**config.mk**
```make
export PLATFORM = sky130hd
export DESIGN_NAME = peer_wire_piece_receiver_flat
export DESIGN_NICKNAME = d
export VERILOG_FILES = /design/src/sv/pwpr_pkg.sv /design/src/sv/pwpr_if.sv /design/src/sv/pwpr_queue.sv /design/src/sv/pwpr_engine.sv /design/src/sv/peer_wire_piece_receiver.sv /design/src/flat_wrapper.sv
export SDC_FILE = /design/constraint.sdc
export NUM_CORES = 1
export LEC_CHECK = 0
export BUFFER_PORTS_ARGS = -buffer_cell sky130_fd_sc_hd__buf_4
export CELL_PAD_IN_SITES_DETAIL_PLACEMENT = 0
export CELL_PAD_IN_SITES_GLOBAL_PLACEMENT = 1
export CORE_AREA = 2 2 199 201
export CTS_CLUSTER_DIAMETER = 50
export CTS_CLUSTER_SIZE = 30
export DETAILED_ROUTE_END_ITERATION = 6
export DIE_AREA = 0 0 201 203
export GPL_ROUTABILITY_DRIVEN = 0
export GPL_TIMING_DRIVEN = 0
export PLACE_DENSITY = 0.88
export SLEW_MARGIN = 20
export SYNTH_ARGS = -nofsm -noshare
export SYNTH_HDL_FRONTEND = slang
export SYNTH_SLANG_ARGS = --single-unit
```
**constraint.sdc**
```tcl
create_clock -name clk -period 11.9 [get_ports clk]
set_input_delay 1.19 -clock clk [delete_from_list [all_inputs] [get_ports clk]]
set_output_delay 1.19 -clock clk [all_outputs]
set_load 0.03 [all_outputs]
```
**src/sv/pwpr_pkg.sv**
```systemverilog
`default_nettype none
package pwpr_pkg;
	typedef enum logic [3:0] {
		EV_NONE = 4'd0, EV_INTERESTED = 4'd1, EV_INT_REQ = 4'd2, EV_UNCHOKED = 4'd3,
		EV_KEEPALIVE = 4'd4, EV_HAVE_SET = 4'd5, EV_BITFIELD = 4'd6, EV_BLOCK = 4'd7,
		EV_COMPLETE = 4'd8, EV_WRONG_PIECE = 4'd9, EV_CHOKED = 4'd10, EV_SHORT = 4'd11,
		EV_OVERFLOW = 4'd12, EV_HAVE_RANGE = 4'd13
	} event_t;

	typedef enum logic [2:0] {
		PH_IDLE = 3'd0, PH_WAIT = 3'd1, PH_LOAD = 3'd2, PH_DONE = 3'd3, PH_FAIL = 3'd4
	} phase_t;

	localparam logic [7:0] KIND_CHOKE    = 8'd0;
	localparam logic [7:0] KIND_UNCHOKE  = 8'd1;
	localparam logic [7:0] KIND_HAVE     = 8'd4;
	localparam logic [7:0] KIND_BITFIELD = 8'd5;
	localparam logic [7:0] KIND_PIECE    = 8'd7;
	localparam logic [31:0] PIECE_MIN = 32'd9;
	localparam logic [31:0] PIECE_HDR = 32'd8;
	localparam logic [31:0] HAVE_LEN  = 32'd4;

	localparam int BLOCK_BYTES = 16384;
	localparam int BLOCK_SHIFT = $clog2(BLOCK_BYTES);
	localparam int MAX_BLOCKS  = 1024;

	localparam logic [1:0] CFG_PIECE_NUMBER = 2'd0;
	localparam logic [1:0] CFG_PIECE_BYTES  = 2'd1;
	localparam logic [1:0] CFG_MAP_BYTES    = 2'd2;

	typedef struct packed {
		logic        action;
		logic [7:0]  rx_byte;
	} in_word_t;

	typedef struct packed {
		logic        data_valid;
		logic [23:0] data_offset;
		logic [7:0]  data_byte;
		logic [3:0]  event_res;
		logic [10:0] block_count;
		logic [10:0] blocks_done;
		logic [2:0]  phase;
	} out_word_t;
endpackage
`default_nettype wire

```
**src/sv/pwpr_if.sv**
```systemverilog
`default_nettype none
interface pwpr_in_if;
	logic       valid;
	logic       ready;
	logic       action;
	logic [7:0] rx_byte;
	modport source (output valid, action, rx_byte, input ready);
	modport sink (input valid, action, rx_byte, output ready);
endinterface

interface pwpr_out_if;
	logic        valid;
	logic        ready;
	logic        data_valid;
	logic [23:0] data_offset;
	logic [7:0]  data_byte;
	logic [3:0]  event_res;
	logic [10:0] block_count;
	logic [10:0] blocks_done;
	logic [2:0]  phase;
	modport source (output valid, data_valid, data_offset, data_byte, event_res,
		block_count, blocks_done, phase, input ready);
	modport sink (input valid, data_valid, data_offset, data_byte, event_res,
		block_count, blocks_done, phase, output ready);
endinterface

interface pwpr_cfg_if;
	logic        valid;
	logic        ready;
	logic [1:0]  index;
	logic [31:0] data;
	modport source (output valid, index, data, input ready);
	modport sink (input valid, index, data, output ready);
endinterface
`default_nettype wire

```
**src/sv/pwpr_queue.sv**
```systemverilog
`default_nettype none
module pwpr_queue
	import pwpr_pkg::*;
(
	input  wire logic     clk,
	input  wire logic     arst_n,
	input  wire logic     wr_valid,
	output logic          wr_ready,
	input  wire in_word_t wr_data,
	output logic          rd_valid,
	input  wire logic     rd_ready,
	output in_word_t      rd_data
);
	in_word_t   mem_q [4];
	logic [1:0] wp_q, rp_q;
	logic [2:0] cnt_q;
	logic       push, pop;

	assign wr_ready = cnt_q != 3'd4;
	assign rd_valid = cnt_q != 3'd0;
	assign rd_data  = mem_q[rp_q];
	assign push     = wr_valid && wr_ready;
	assign pop      = rd_valid && rd_ready;

	always_ff @(posedge clk) begin
		if (push) mem_q[wp_q] <= wr_data;
	end

	always_ff @(posedge clk or negedge arst_n) begin
		if (!arst_n) begin
			wp_q <= '0;
			rp_q <= '0;
			cnt_q <= '0;
		end else begin
			if (push) wp_q <= wp_q + 2'd1;
			if (pop) rp_q <= rp_q + 2'd1;
			cnt_q <= cnt_q + {2'd0, push} - {2'd0, pop};
		end
	end

	a_cnt: assert property (@(posedge clk) disable iff (!arst_n) cnt_q <= 3'd4)
		else $error("queue count overflow");
	a_nopop_empty: assert property (@(posedge clk) disable iff (!arst_n)
		cnt_q == 3'd0 |-> !pop) else $error("pop from empty queue");
	a_full_stall: assert property (@(posedge clk) disable iff (!arst_n)
		(cnt_q == 3'd4 && !pop) |=> cnt_q == 3'd4) else $error("full queue lost word");
endmodule
`default_nettype wire

```
**src/sv/pwpr_engine.sv**
```systemverilog
`default_nettype none
module pwpr_engine
	import pwpr_pkg::*;
#(
	parameter int PIECE_SLOTS = 8192
) (
	input  wire logic        clk,
	input  wire logic        arst_n,
	input  wire logic        in_valid,
	output logic             in_ready,
	input  wire in_word_t    in_data,
	output logic             out_valid,
	input  wire logic        out_ready,
	output out_word_t        out_data,
	input  wire logic [31:0] piece_number,
	input  wire logic [24:0] piece_bytes,
	input  wire logic [10:0] have_map_bytes
);
	localparam int MAP_BYTES = (PIECE_SLOTS + 7) / 8;
	localparam int MAW = (MAP_BYTES > 1) ? $clog2(MAP_BYTES) : 1;

	logic [2:0]  pc_q;
	logic [31:0] mlen_q;
	logic [7:0]  kind_q;
	logic [31:0] pos_q;
	logic [31:0] hdr_q;
	logic        drop_q;
	phase_t      ph_q;
	logic        choke_q;
	logic [10:0] acc_q;
	logic [7:0]  map_q [MAP_BYTES];
	logic        clr_q;
	logic [MAW-1:0] cidx_q;
	out_word_t   out_q;
	logic        ov_q;

	logic        take;
	logic [2:0]  pc_n;
	logic [31:0] mlen_n, pos_n, hdr_n, plen, hdr_sh, dlen;
	logic [7:0]  kind_n, b;
	logic        drop_n, choke_n;
	phase_t      ph_n;
	logic [10:0] acc_n;
	event_t      ev;
	logic        dv, last;
	logic [23:0] doff;
	logic        mwe;
	logic [MAW-1:0] midx;
	logic [7:0]  mdata;
	logic [7:0]  mold;
	logic [25:0] bn_raw;
	logic [10:0] bneed;
	logic [32:0] ovs;
	logic [34:0] hlim;
	logic [7:0]  pmask, wmask;
	logic [31:0] pbase;

	assign bn_raw = (26'(piece_bytes) + 26'(BLOCK_BYTES - 1)) >> BLOCK_SHIFT;
	assign bneed = (bn_raw > 26'(MAX_BLOCKS)) ? 11'(MAX_BLOCKS) : bn_raw[10:0];

	assign in_ready = !clr_q && (!ov_q || out_ready);
	assign take = in_valid && in_ready;
	assign b = in_data.rx_byte;
	assign plen = mlen_q - 32'd1;
	assign last = (pos_q + 32'd1) == plen;
	assign hdr_sh = {hdr_q[23:0], b};
	assign dlen = plen - PIECE_HDR;
	assign ovs = {1'b0, hdr_sh} + {1'b0, dlen};
	assign hlim = {24'd0, have_map_bytes} << 3;
	assign mold = 8'd0;

	always_comb begin
		pc_n = pc_q; mlen_n = mlen_q; kind_n = kind_q; pos_n = pos_q; hdr_n = hdr_q;
		drop_n = drop_q; ph_n = ph_q; choke_n = choke_q; acc_n = acc_q;
		ev = EV_NONE; dv = 1'b0; doff = '0;
		mwe = 1'b0; midx = '0; mdata = mold;
		if (!in_data.action) begin
			acc_n = '0;
			if (pc_q != 3'd0) drop_n = 1'b1;
			if (choke_q) begin
				ph_n = PH_WAIT; ev = EV_INTERESTED;
			end else begin
				ph_n = (bneed == 11'd0) ? PH_DONE : PH_LOAD; ev = EV_INT_REQ;
			end
		end else if (pc_q < 3'd4) begin
			if (pc_q == 3'd0) drop_n = 1'b0;
			mlen_n = {mlen_q[23:0], b};
			pc_n = pc_q + 3'd1;
			if (pc_q == 3'd3 && mlen_n == 32'd0) begin
				ev = EV_KEEPALIVE; pc_n = 3'd0;
			end
		end else if (pc_q == 3'd4) begin
			kind_n = b; pos_n = '0; hdr_n = '0;
			pc_n = (plen == 32'd0) ? 3'd0 : 3'd5;
			if (drop_q || (ph_q != PH_WAIT && ph_q != PH_LOAD)) begin
				drop_n = 1'b1;
			end else begin
				unique case (b)
					KIND_CHOKE: begin
						choke_n = 1'b1; ph_n = PH_FAIL; ev = EV_CHOKED; drop_n = 1'b1;
					end
					KIND_UNCHOKE: begin
						if (ph_q == PH_WAIT) begin
							choke_n = 1'b0; ph_n = PH_LOAD; ev = EV_UNCHOKED;
						end
						drop_n = 1'b1;
					end
					KIND_HAVE: if (plen != HAVE_LEN) drop_n = 1'b1;
					KIND_BITFIELD: begin
						if (ph_q != PH_WAIT || plen != {21'd0, have_map_bytes}) drop_n = 1'b1;
						else if (plen == 32'd0) ev = EV_BITFIELD;
					end
					KIND_PIECE: begin
						if (ph_q != PH_LOAD) drop_n = 1'b1;
						else if (plen < PIECE_MIN) begin
							ev = EV_SHORT; ph_n = PH_FAIL; drop_n = 1'b1;
						end
					end
					default: drop_n = 1'b1;
				endcase
			end
		end else begin
			if (!drop_q) begin
				if (kind_q == KIND_HAVE) begin
					hdr_n = hdr_sh;
					if (last) begin
						if ({3'd0, hdr_sh} < hlim && hdr_sh < 32'(PIECE_SLOTS)) begin
							ev = EV_HAVE_SET; mwe = 1'b1;
							midx = MAW'(hdr_sh >> 3);
							mdata = 8'h80 >> hdr_sh[2:0];
						end else ev = EV_HAVE_RANGE;
					end
				end else if (kind_q == KIND_BITFIELD) begin
					if (pos_q < 32'(MAP_BYTES)) begin
						mwe = 1'b1; midx = MAW'(pos_q);
						mdata = b;
					end
					if (last) ev = EV_BITFIELD;
				end else if (kind_q == KIND_PIECE) begin
					if (pos_q < PIECE_HDR) begin
						hdr_n = hdr_sh;
						if (pos_q == 32'd3 && hdr_sh != piece_number) begin
							ev = EV_WRONG_PIECE; drop_n = 1'b1;
						end else if (pos_q == 32'd7 && ovs > {8'd0, piece_bytes}) begin
							ev = EV_OVERFLOW; ph_n = PH_FAIL; drop_n = 1'b1;
						end
					end else begin
						dv = 1'b1;
						doff = 24'(hdr_q + (pos_q - PIECE_HDR));
						if (last) begin
							acc_n = acc_q + 11'd1; ev = EV_BLOCK;
							if (acc_n >= bneed) begin
								ph_n = PH_DONE; ev = EV_COMPLETE;
							end
						end
					end
				end
			end
			pos_n = pos_q + 32'd1;
			if (pos_n >= plen) pc_n = 3'd0;
		end
	end

	// HAVE sets one bit; BITFIELD writes the byte except bits past PIECE_SLOTS.
	assign pbase = 32'({midx, 3'b000});
	always_comb begin
		for (int k = 0; k < 8; k++) pmask[7-k] = (pbase + 32'(k)) < 32'(PIECE_SLOTS);
		wmask = (kind_q == KIND_HAVE) ? mdata : pmask;
	end

	always_ff @(posedge clk) begin
		if (clr_q) begin
			map_q[cidx_q] <= 8'd0;
		end else if (take && mwe) begin
			for (int k = 0; k < 8; k++) if (wmask[k]) map_q[midx][k] <= mdata[k];
		end
	end

	always_ff @(posedge clk) begin
		if (take) begin
			out_q.data_valid <= dv;
			out_q.data_offset <= doff;
			out_q.data_byte <= dv ? b : 8'd0;
			out_q.event_res <= ev;
			out_q.block_count <= bneed;
			out_q.blocks_done <= acc_n;
			out_q.phase <= ph_n;
			mlen_q <= mlen_n; kind_q <= kind_n; pos_q <= pos_n; hdr_q <= hdr_n;
		end
	end

	always_ff @(posedge clk or negedge arst_n) begin
		if (!arst_n) begin
			pc_q <= '0; drop_q <= 1'b0; ph_q <= PH_IDLE; choke_q <= 1'b1;
			acc_q <= '0; ov_q <= 1'b0; clr_q <= 1'b1; cidx_q <= '0;
		end else begin
			if (clr_q) begin
				cidx_q <= cidx_q + MAW'(1);
				if (cidx_q == MAW'(MAP_BYTES - 1)) clr_q <= 1'b0;
			end
			if (take) begin
				pc_q <= pc_n; drop_q <= drop_n; ph_q <= ph_n; choke_q <= choke_n;
				acc_q <= acc_n;
			end
			if (take) ov_q <= 1'b1;
			else if (out_ready) ov_q <= 1'b0;
		end
	end

	assign out_valid = ov_q;
	assign out_data = out_q;

	a_hold: assert property (@(posedge clk) disable iff (!arst_n)
		(ov_q && !out_ready) |-> !take) else $error("result overwritten");
	a_pc: assert property (@(posedge clk) disable iff (!arst_n) pc_q <= 3'd5)
		else $error("bad prefix count");
	a_dv: assert property (@(posedge clk) disable iff (!arst_n)
		(take && dv) |-> ph_q == PH_LOAD) else $error("data outside download");
	a_clr: assert property (@(posedge clk) disable iff (!arst_n)
		clr_q |-> !take) else $error("word taken during map clear");
endmodule
`default_nettype wire

```
**src/sv/peer_wire_piece_receiver.sv**
```systemverilog
// Path: a word accepted on in_ch is written to the queue and later taken by the engine; its
// result is registered and held on out_ch until accepted. Throughput: one word per cycle
// unless the result stalls or the map is clearing; a 4-word queue lets intake run while the
// result stalls. Reset (arst_n low): queue empty, deframer at first length byte, phase idle,
// peer choking; the piece map is then cleared one byte per cycle ((PIECE_SLOTS+7)/8 bytes,
// 1024 by default), during which the queue takes up to 4 words and the engine takes none.
`default_nettype none
module peer_wire_piece_receiver
	import pwpr_pkg::*;
#(
	parameter int PIECE_SLOTS = 8192
) (
	input wire logic clk,
	input wire logic arst_n,
	pwpr_in_if.sink   in_ch,
	pwpr_out_if.source out_ch,
	pwpr_cfg_if.sink  cfg
);
	logic [31:0] pnum_q;
	logic [24:0] pbytes_q;
	logic [10:0] mbytes_q;
	in_word_t    qin, qout;
	logic        qv, qr;
	out_word_t   res;

	assign cfg.ready = 1'b1;
	always_ff @(posedge clk or negedge arst_n) begin
		if (!arst_n) begin
			pnum_q <= '0; pbytes_q <= 25'd16384; mbytes_q <= '0;
		end else if (cfg.valid) begin
			unique case (cfg.index)
				CFG_PIECE_NUMBER: pnum_q <= cfg.data;
				CFG_PIECE_BYTES:  pbytes_q <= cfg.data[24:0];
				CFG_MAP_BYTES:    mbytes_q <= cfg.data[10:0];
				default: ;
			endcase
		end
	end

	assign qin.action = in_ch.action;
	assign qin.rx_byte = in_ch.rx_byte;

	pwpr_queue u_q (.clk, .arst_n, .wr_valid(in_ch.valid), .wr_ready(in_ch.ready),
		.wr_data(qin), .rd_valid(qv), .rd_ready(qr), .rd_data(qout));

	pwpr_engine #(.PIECE_SLOTS(PIECE_SLOTS)) u_eng (.clk, .arst_n, .in_valid(qv),
		.in_ready(qr), .in_data(qout), .out_valid(out_ch.valid), .out_ready(out_ch.ready),
		.out_data(res), .piece_number(pnum_q), .piece_bytes(pbytes_q),
		.have_map_bytes(mbytes_q));

	assign out_ch.data_valid = res.data_valid;
	assign out_ch.data_offset = res.data_offset;
	assign out_ch.data_byte = res.data_byte;
	assign out_ch.event_res = res.event_res;
	assign out_ch.block_count = res.block_count;
	assign out_ch.blocks_done = res.blocks_done;
	assign out_ch.phase = res.phase;
endmodule
`default_nettype wire

```
**src/flat_wrapper.sv**
```systemverilog
// flat-port wrapper written by rule: the top's interface ports become plain ports
module peer_wire_piece_receiver_flat import pwpr_pkg::*;
#(
	parameter int PIECE_SLOTS = 8192
)
  (clk, arst_n, in_ch_valid, in_ch_action, in_ch_rx_byte, in_ch_ready, out_ch_valid, out_ch_data_valid, out_ch_data_offset, out_ch_data_byte, out_ch_event_res, out_ch_block_count, out_ch_blocks_done, out_ch_phase, out_ch_ready, cfg_valid, cfg_index, cfg_data, cfg_ready);
  pwpr_in_if in_ch_i ();
  pwpr_out_if out_ch_i ();
  pwpr_cfg_if cfg_i ();
  input wire logic clk;
  input wire logic arst_n;
  input wire logic [$bits(in_ch_i.valid)-1:0] in_ch_valid;
  input wire logic [$bits(in_ch_i.action)-1:0] in_ch_action;
  input wire logic [$bits(in_ch_i.rx_byte)-1:0] in_ch_rx_byte;
  output wire logic [$bits(in_ch_i.ready)-1:0] in_ch_ready;
  output wire logic [$bits(out_ch_i.valid)-1:0] out_ch_valid;
  output wire logic [$bits(out_ch_i.data_valid)-1:0] out_ch_data_valid;
  output wire logic [$bits(out_ch_i.data_offset)-1:0] out_ch_data_offset;
  output wire logic [$bits(out_ch_i.data_byte)-1:0] out_ch_data_byte;
  output wire logic [$bits(out_ch_i.event_res)-1:0] out_ch_event_res;
  output wire logic [$bits(out_ch_i.block_count)-1:0] out_ch_block_count;
  output wire logic [$bits(out_ch_i.blocks_done)-1:0] out_ch_blocks_done;
  output wire logic [$bits(out_ch_i.phase)-1:0] out_ch_phase;
  input wire logic [$bits(out_ch_i.ready)-1:0] out_ch_ready;
  input wire logic [$bits(cfg_i.valid)-1:0] cfg_valid;
  input wire logic [$bits(cfg_i.index)-1:0] cfg_index;
  input wire logic [$bits(cfg_i.data)-1:0] cfg_data;
  output wire logic [$bits(cfg_i.ready)-1:0] cfg_ready;
  assign in_ch_i.valid = in_ch_valid;
  assign in_ch_i.action = in_ch_action;
  assign in_ch_i.rx_byte = in_ch_rx_byte;
  assign in_ch_ready = in_ch_i.ready;
  assign out_ch_valid = out_ch_i.valid;
  assign out_ch_data_valid = out_ch_i.data_valid;
  assign out_ch_data_offset = out_ch_i.data_offset;
  assign out_ch_data_byte = out_ch_i.data_byte;
  assign out_ch_event_res = out_ch_i.event_res;
  assign out_ch_block_count = out_ch_i.block_count;
  assign out_ch_blocks_done = out_ch_i.blocks_done;
  assign out_ch_phase = out_ch_i.phase;
  assign out_ch_i.ready = out_ch_ready;
  assign cfg_i.valid = cfg_valid;
  assign cfg_i.index = cfg_index;
  assign cfg_i.data = cfg_data;
  assign cfg_ready = cfg_i.ready;
  peer_wire_piece_receiver #(.PIECE_SLOTS(PIECE_SLOTS)) u_core (.clk(clk), .arst_n(arst_n), .in_ch(in_ch_i), .out_ch(out_ch_i), .cfg(cfg_i));
endmodule
```
# ---- Yosys cells after proc, flatten, opt, wreduce, memory -nomap -nowiden
# Memory sizes are Yosys's and may differ from the RTL's.
# Index checks and enable logic that the tools add are counted.
dict set report op_classes {
  n_bitwise 4
  n_mux 97
  addsub 14
  order_cmp 9
  reduce_logical 38
  n_eq_ne 29
}
# op n
set ops {}
lappend ops {{24-bit two-way mux} 5}
lappend ops {{11-bit two-way mux} 10}
lappend ops {{3-bit two-way mux} 25}
lappend ops {{4-bit two-way mux} 17}
lappend ops {{32-bit zero test} 2}
lappend ops {{32-bit by 4-bit less-than comparator with 1-bit output, second input constant} 2}
lappend ops {{8-bit by 3-bit equality test with 1-bit output, second input constant} 6}
lappend ops {{32-bit by 32-bit adder with 33-bit output} 1}
lappend ops {{33-bit by 25-bit > comparator with 1-bit output} 1}
lappend ops {{1-bit two-way mux} 33}
lappend ops {{32-bit by 1-bit adder with 32-bit output, second input constant} 1}
lappend ops {{32-bit by 2-bit equality test with 1-bit output, second input constant} 1}
lappend ops {{32-bit by 3-bit equality test with 1-bit output, second input constant} 1}
lappend ops {{32-bit equality test} 1}
lappend ops {{32-bit greater-or-equal comparator} 1}
lappend ops {{32-bit by 14-bit less-than comparator with 1-bit output} 1}
lappend ops {{32-bit by 14-bit less-than comparator with 1-bit output, second input constant} 1}
lappend ops {{32-bit by 11-bit != test with 1-bit output} 1}
lappend ops {{32-bit by 3-bit != test with 1-bit output, second input constant} 1}
lappend ops {{32-bit != test} 1}
lappend ops {{32-bit by 1-bit subtractor with 32-bit output, second input constant} 1}
lappend ops {{32-bit by 4-bit subtractor with 32-bit output, second input constant} 1}
lappend ops {{25-bit by 14-bit adder with 26-bit output, second input constant} 1}
lappend ops {{24-bit adder} 1}
lappend ops {{45 further kinds} 75}
dict set report totals {
  in_bits 48
  n_memories 1
  ramBits 36
  ff_bits 264
}
# memory words word_bits rd rd_clocked_by_memory_dff write_ports line_no
set memory_table {}
lappend memory_table {u_core.u_q.mem_q 4 9 1 0 1 pwpr_queue.sv:14} ;# in_word_t mem_q [4];

# ---- Depth between registers and ports, before layout
dict set report logic_depth {
  depth_word 15
  ltp_mapped 32
  ltp_nobuf 31
}

# ---- Hierarchy
# From an unflattened synthesis, not the netlist that was laid out.
dict set report unflattened {
  hier_cells 2003
  area_unflattened_um2 20256.9
}
# module area_each_um2 cells_per_inst n_inst seq_area_each_um2
set modules_own_cells {}
lappend modules_own_cells {pwpr_engine 15906.5 1768 1 5522.8}
lappend modules_own_cells {peer_wire_piece_receiver 2575.0 147 1 1702.9}
lappend modules_own_cells {pwpr_queue 1775.5 88 1 1256.2}

# ---- Least setup slack after synthesis
# Ideal clock, no wire load.
dict set report synth_timing {
  path_kind {reg2reg}
  startpoint {register u_core.u_eng.mlen_q[0]}
  endpoint {register u_core.u_eng.out_data[1] (netlist name)}
  path_stages_with_launch 29
  required_time_ps 11760
  setup_slack_ps 4938
  n_path_buf 2
  t_arrival_ps 6821
  setup_time_ps 140
  path_cell_list {edfxtp_1 > inv_1 > ha_1 > or4b_1 > clkbuf_1 > xnor2_1 > or3_1 > nor4b_1 > and2_1 > xnor2_1 > ha_1 > clkbuf_1 > a211o_1 > nor2_1 > o311ai_2 > a21oi_1 > xnor2_1 > ha_1 > and2_1 > a221o_1 > a221oi_1 > o21ai_0 > o21ai_0 > o2111ai_1 > a2111o_1 > nor4_1 > a2111oi_0 > or3_1 > a21oi_2}
}
dict set report synth_via {
  elab_chain_len 15
  elab_cells_between_ends 22
}
# item line_no
set synth_rtl {}
lappend synth_rtl {{from (decl)} pwpr_engine.sv:23} ;# logic [31:0] mlen_q;
lappend synth_rtl {{from (signal assigned)} pwpr_engine.sv:188} ;# mlen_q <= mlen_n; kind_q <= kind_n; pos_q <= pos_n; hdr_q <= hdr_n;
lappend synth_rtl {{32-bit by 1-bit subtractor with 32-bit output *} pwpr_engine.sv:64} ;# assign plen = mlen_q - 32'd1;
lappend synth_rtl {{32-bit by 4-bit subtractor with 32-bit output} pwpr_engine.sv:67} ;# assign dlen = plen - PIECE_HDR;
lappend synth_rtl {{32-bit by 32-bit adder with 33-bit output} pwpr_engine.sv:68} ;# assign ovs = {1'b0, hdr_sh} + {1'b0, dlen};
lappend synth_rtl {{33-bit by 25-bit > comparator with 1-bit output} pwpr_engine.sv:144} ;# end else if (pos_q == 32'd7 && ovs > {8'd0, piece_bytes}) begin
lappend synth_rtl {{1-bit logical AND} pwpr_engine.sv:144}
lappend synth_rtl {{3-bit two-way mux} pwpr_engine.sv:144}
lappend synth_rtl {{3-bit two-way mux} pwpr_engine.sv:142} ;# if (pos_q == 32'd3 && hdr_sh != piece_number) begin
lappend synth_rtl {{3-bit two-way mux} pwpr_engine.sv:140} ;# if (pos_q < PIECE_HDR) begin
lappend synth_rtl {{3-bit two-way mux} pwpr_engine.sv:139} ;# end else if (kind_q == KIND_PIECE) begin
lappend synth_rtl {{3-bit two-way mux} pwpr_engine.sv:133} ;# end else if (kind_q == KIND_BITFIELD) begin
lappend synth_rtl {{3-bit two-way mux} pwpr_engine.sv:124} ;# if (kind_q == KIND_HAVE) begin
lappend synth_rtl {{3-bit two-way mux} pwpr_engine.sv:123} ;# if (!drop_q) begin
lappend synth_rtl {{3-bit two-way mux *} pwpr_engine.sv:92} ;# end else if (pc_q == 3'd4) begin
lappend synth_rtl {{3-bit two-way mux *} pwpr_engine.sv:85} ;# end else if (pc_q < 3'd4) begin
lappend synth_rtl {{3-bit two-way mux *} pwpr_engine.sv:77} ;# if (!in_data.action) begin
lappend synth_rtl {{net u_core.u_eng.ph_n[1]} pwpr_engine.sv:42} ;# phase_t ph_n;
# Mark *: on every way through the listed nets, which the timed path passes. The rest lies on a longest branch.
# A chain may end at the register's enable or synchronous reset.

# ---- Final worst setup path
dict set report layout_timing {
  startpoint {register u_core.u_eng.mlen_q[0]}
  endpoint {register u_core.u_eng.out_data[1] (netlist name)}
}
dict set report layout_via {
  elab_chain_len 15
  elab_cells_between_ends 22
}
# item line_no
set layout_rtl {}
lappend layout_rtl {{32-bit by 1-bit subtractor with 32-bit output *} pwpr_engine.sv:64}
lappend layout_rtl {{32-bit by 4-bit subtractor with 32-bit output} pwpr_engine.sv:67}
lappend layout_rtl {{32-bit by 32-bit adder with 33-bit output} pwpr_engine.sv:68}
lappend layout_rtl {{33-bit by 25-bit > comparator with 1-bit output} pwpr_engine.sv:144}
lappend layout_rtl {{1-bit logical AND} pwpr_engine.sv:144}
lappend layout_rtl {{3-bit two-way mux} pwpr_engine.sv:144}
lappend layout_rtl {{3-bit two-way mux} pwpr_engine.sv:142}
lappend layout_rtl {{3-bit two-way mux} pwpr_engine.sv:140}
lappend layout_rtl {{3-bit two-way mux} pwpr_engine.sv:139}
lappend layout_rtl {{3-bit two-way mux} pwpr_engine.sv:133}
lappend layout_rtl {{3-bit two-way mux} pwpr_engine.sv:124}
lappend layout_rtl {{3-bit two-way mux} pwpr_engine.sv:123}
lappend layout_rtl {{3-bit two-way mux *} pwpr_engine.sv:92}
lappend layout_rtl {{3-bit two-way mux *} pwpr_engine.sv:85}
lappend layout_rtl {{3-bit two-way mux *} pwpr_engine.sv:77}
lappend layout_rtl {{net u_core.u_eng.ph_n[1]} pwpr_engine.sv:42}
# Marked as above.

==> impl_metrics.tcl <==
set metrics [dict create \
    wl_met1_um 24300 \
    timing.final.ws_setup_ps 2230 \
    tritoncts "done" \
    cp-startpoint "u_core.u_eng.mlen_q[0]" \
    clk_pin_slew_ps 70 \
    io_pins 113 \
    initial_core_util_pct 52.8 \
    ctsHoldBuffers 0 \
    cp-endpoint "u_core.u_eng.out_data[1]" \
    clock_sinks 300 \
    slew_headroom_pct 20.0 \
    max_freq_mhz 103 \
    ys_seq_elements 300 \
    rows 72 \
    die_width_um 201 \
    synth.distinct_cells 93 \
    power_density_nw_per_um2 224 \
    status "finished clean" \
    drt_pass1_iterations 6 \
    nNetsFinal 2359 \
    final_cells 2694 \
    ant_nets 0 \
    r2r_slack_ps 2230 \
    clock_path_buffers 3 \
    clockRootBuffer "clkbuf_16" \
    drt_drc_violations_left 0 \
    layout_common_cells "edfxtp_1, inv_1, nor2_1" \
    synth_flop_cell "edfxtp_1" \
    route.met3.wl_um 3650 \
    place_hpwl_um 43400 \
    hold_viol_final 0 \
    ys_seq_area_share_pct 41.8 \
    route.vias.total 16000 \
    postLayoutCoreUtil_pct 60.1 \
    syn2layout_area_growth_pct 14.0 \
    grtUsageTotal_pct 27.4 \
    ys_warn_count 0 \
    overflow 0 \
    cp_data_required_time_ps 12320 \
    critPathKind "register to register" \
    dp.cells 2626 \
    avgSynthCellArea_um2 10.2 \
    clock-skew-final_ps 23.0 \
    wl_met2_um 25800 \
    critPathMaxFanout 8 \
    wl_um 55800 \
    grt_pass1_vias 15600 \
    final_common_cell "edfxtp_1" \
    post_cts_resized 0 \
    setup_viol 0 \
    postSynthCellCount 1994 \
    clk_latency_ps 570 \
    rsz0062_at_grt "no" \
    min_period_ps 9670 \
    hold_ws_ps 448 \
    drt_iter0_drc 1344 \
    syn_nets 2206 \
    port_buffers 111 \
    worst_r2r_path_depth 27 \
    core_area_um2 38500 \
    grt_max_degree 107 \
    synth_edf_count 194 \
    finalMaxSlewViolations 0 \
    drive_gt1_share_pct 14.9 \
    ir_drop_uv 172 \
    worstSetupEndpointType "register" \
    netlist_area_um2 20300 \
    wl_per_cell_um 20.7 \
    vias_per_cell 5.95 \
    tightest_slew_ps 1190 \
    cellLeakagePower_nw 9.60 \
    async_flop_share_pct 35.3 \
    cap_violations 0 \
    crit_arrival_ps 10090 \
    top_layer "met4" \
    antenna_found_initial 0 \
    htreeDepth 2 \
    grt_pass1_wl_um 87000 \
    post-cts-setup-buffer-count 0 \
    fin_setup_tns_ps 0 \
    r2r_end "u_core.u_eng.out_data[1]" \
    die_y_um 203 \
    dp_worst_setup_slack_ps 2460 \
    die_area_um2 40800 \
    hold_class "register to register" \
    finalCritPeriodShare_pct 81.2 \
    cp-start-kind "register" \
    rr_startpoint "u_core.u_eng.mlen_q[0]" \
    antenna_cells 0 \
    numCtsBuffers 37 \
]
-- area by class of cell --
cell class	count	area [um2]
multi-input cells	1469	10900
clock inverters	26	290
flip-flops and latches	300	8480
well taps	518	648
plain buffers	56	267
clock buffers	42	955
inverters	169	637
repair buffers	114	912
fillers	3262	15300
-- metrics by stage --
stage | cell area (um2) | power (mW)
after global routing | 23100 | 5.52
after floorplan | 20300 | 3.29
final | 23100 | 5.19
after global placement | 21800 | 3.94
after detailed placement | 21900 | 4.03
after CTS | 23100 | 5.18
-- synthesized netlist by cell type (6+ instances only) --
cell | number | area share (%)
nand4b_1 | 6 | 0.26
nor3_1 | 49 | 1.2
o31a_1 | 7 | 0.30
inv_1 | 168 | 3.1
nand2b_1 | 25 | 0.77
nand2_1 | 113 | 2.1
nand4_1 | 40 | 1.2
mux4_2 | 6 | 0.67
or2_2 | 15 | 0.46
a2111oi_0 | 7 | 0.30
o2111ai_1 | 6 | 0.26
mux2_2 | 74 | 4.1
buf_2 | 8 | 0.20
or3_1 | 18 | 0.55
o21bai_1 | 11 | 0.41
o31ai_1 | 6 | 0.22
and3_1 | 22 | 0.68
or4_1 | 11 | 0.41
xnor2_1 | 151 | 6.5
nand3_1 | 50 | 1.2
a21o_1 | 47 | 1.7
nor4_1 | 38 | 1.2
a211oi_1 | 6 | 0.22
ha_1 | 161 | 9.9
o21ai_0 | 64 | 1.6
a21oi_1 | 81 | 2.0
dfrtp_1 | 103 | 13
a31oi_1 | 13 | 0.40
o21a_1 | 13 | 0.48
a21boi_0 | 15 | 0.55
mux2i_1 | 7 | 0.35
nor2_1 | 164 | 3.0
a211o_1 | 7 | 0.30
and2_1 | 24 | 0.74
o211ai_1 | 6 | 0.22
nor2b_1 | 25 | 0.77
edfxtp_1 | 194 | 29
xor2_1 | 70 | 3.0
nor4b_1 | 6 | 0.26
clkbuf_1 | 41 | 0.76
-- how the worst min path moves through the flow --
| stage | depth (start not counted) | end | from | slack [ps] |
|---|---|---|---|---|
| 2_1_floorplan | 0 | u_core.u_eng.mlen_q[12] | u_core.u_eng.mlen_q[4] | 420 |
| 3_3_place_gp | 0 | u_core.u_eng.mlen_q[12] | u_core.u_eng.mlen_q[4] | 430 |
| 3_5_place_dp | 0 | u_core.u_eng.mlen_q[16] | u_core.u_eng.mlen_q[8] | 440 |
| 4_1_cts | 0 | u_core.u_eng.mlen_q[13] | u_core.u_eng.mlen_q[5] | 460 |
| 5_1_grt | 0 | u_core.u_eng.mlen_q[12] | u_core.u_eng.mlen_q[4] | 460 |
| 6_report | 0 | u_core.u_eng.mlen_q[13] | u_core.u_eng.mlen_q[5] | 450 |
-- layer usage --
layer / GRT usage, % / vias up
li1: - / 7512
met1: 37.0 / 7796
met2: 44.2 / 593
met3: 4.77 / 120
met4: 10.8 / 0
met5: 0 / -
-- critical path: stages (launching register included) --
cell and delay [ps]:
edfxtp_1 560, inv_1 210, ha_1 310, nor3b_1 170, xnor2_1 520, nand2_1 130, or3_1 430, nor4b_1 750
nand2_1 390, xnor2_1 430, ha_1 290, nand4_1 230, o41ai_1 420, a21oi_1 70, o31a_1 190, o21bai_1 280
xor2_1 320, ha_1 310, and4_1 210, a221oi_1 430, o21ai_0 150, o21ai_0 400, o2111ai_1 210, a2111o_1 350
nor4_2 740, a2111oi_0 420, or3_1 460, a21oi_2 150
-- report_power, final --
| part | switching [mW] | leakage [nW] | internal [mW] |
|---|---|---|---|
| Clock | 0.499 | 0.598 | 0.629 |
| Sequential | 0.191 | 3.13 | 1.40 |
| Combinational | 1.51 | 5.87 | 0.964 |
-- logic make-up (layout without fill, tap and decap cells) --
kind of cell / Yosys count / count (layout) / share of synthesized area [%]
AOI/OAI and AO/OA: 341 / 341 / 11.3
xor gates and xnor gates: 222 / 222 / 9.65
adders and majority gates: 167 / 167 / 10.4
buffers and inverters: 225 / 407 / 4.44
DFF: 300 / 300 / 41.8
muxes: 87 / 87 / 5.12
other: 1 / 1 / 0.0185
and+or+nand+nor: 651 / 651 / 17.3
-- flip-flops by register name, summed over array words and instances, names as in the netlist --
register,count
u_core.u_eng.choke_q,1
u_core.u_eng.out_valid,1
u_core.u_eng.acc_q,11
u_core.u_eng.kind_q,8
u_core.u_q.rp_q,2
u_core.u_eng.drop_q,1
u_core.u_eng.pc_q,3
u_core.u_q.mem_q,36
u_core.u_eng.cidx_q,10
u_core.pbytes_q,25
u_core.u_eng.pos_q,32
u_core.u_eng.ph_q,3
u_core.u_q.cnt_q,3
u_core.u_eng.clr_q,1
u_core.pnum_q,32
u_core.u_eng.out_data,62
u_core.u_eng.hdr_q,24
u_core.mbytes_q,11
u_core.u_eng.mlen_q,32
u_core.u_q.wp_q,2
Power figures use the tool's default switching activity.
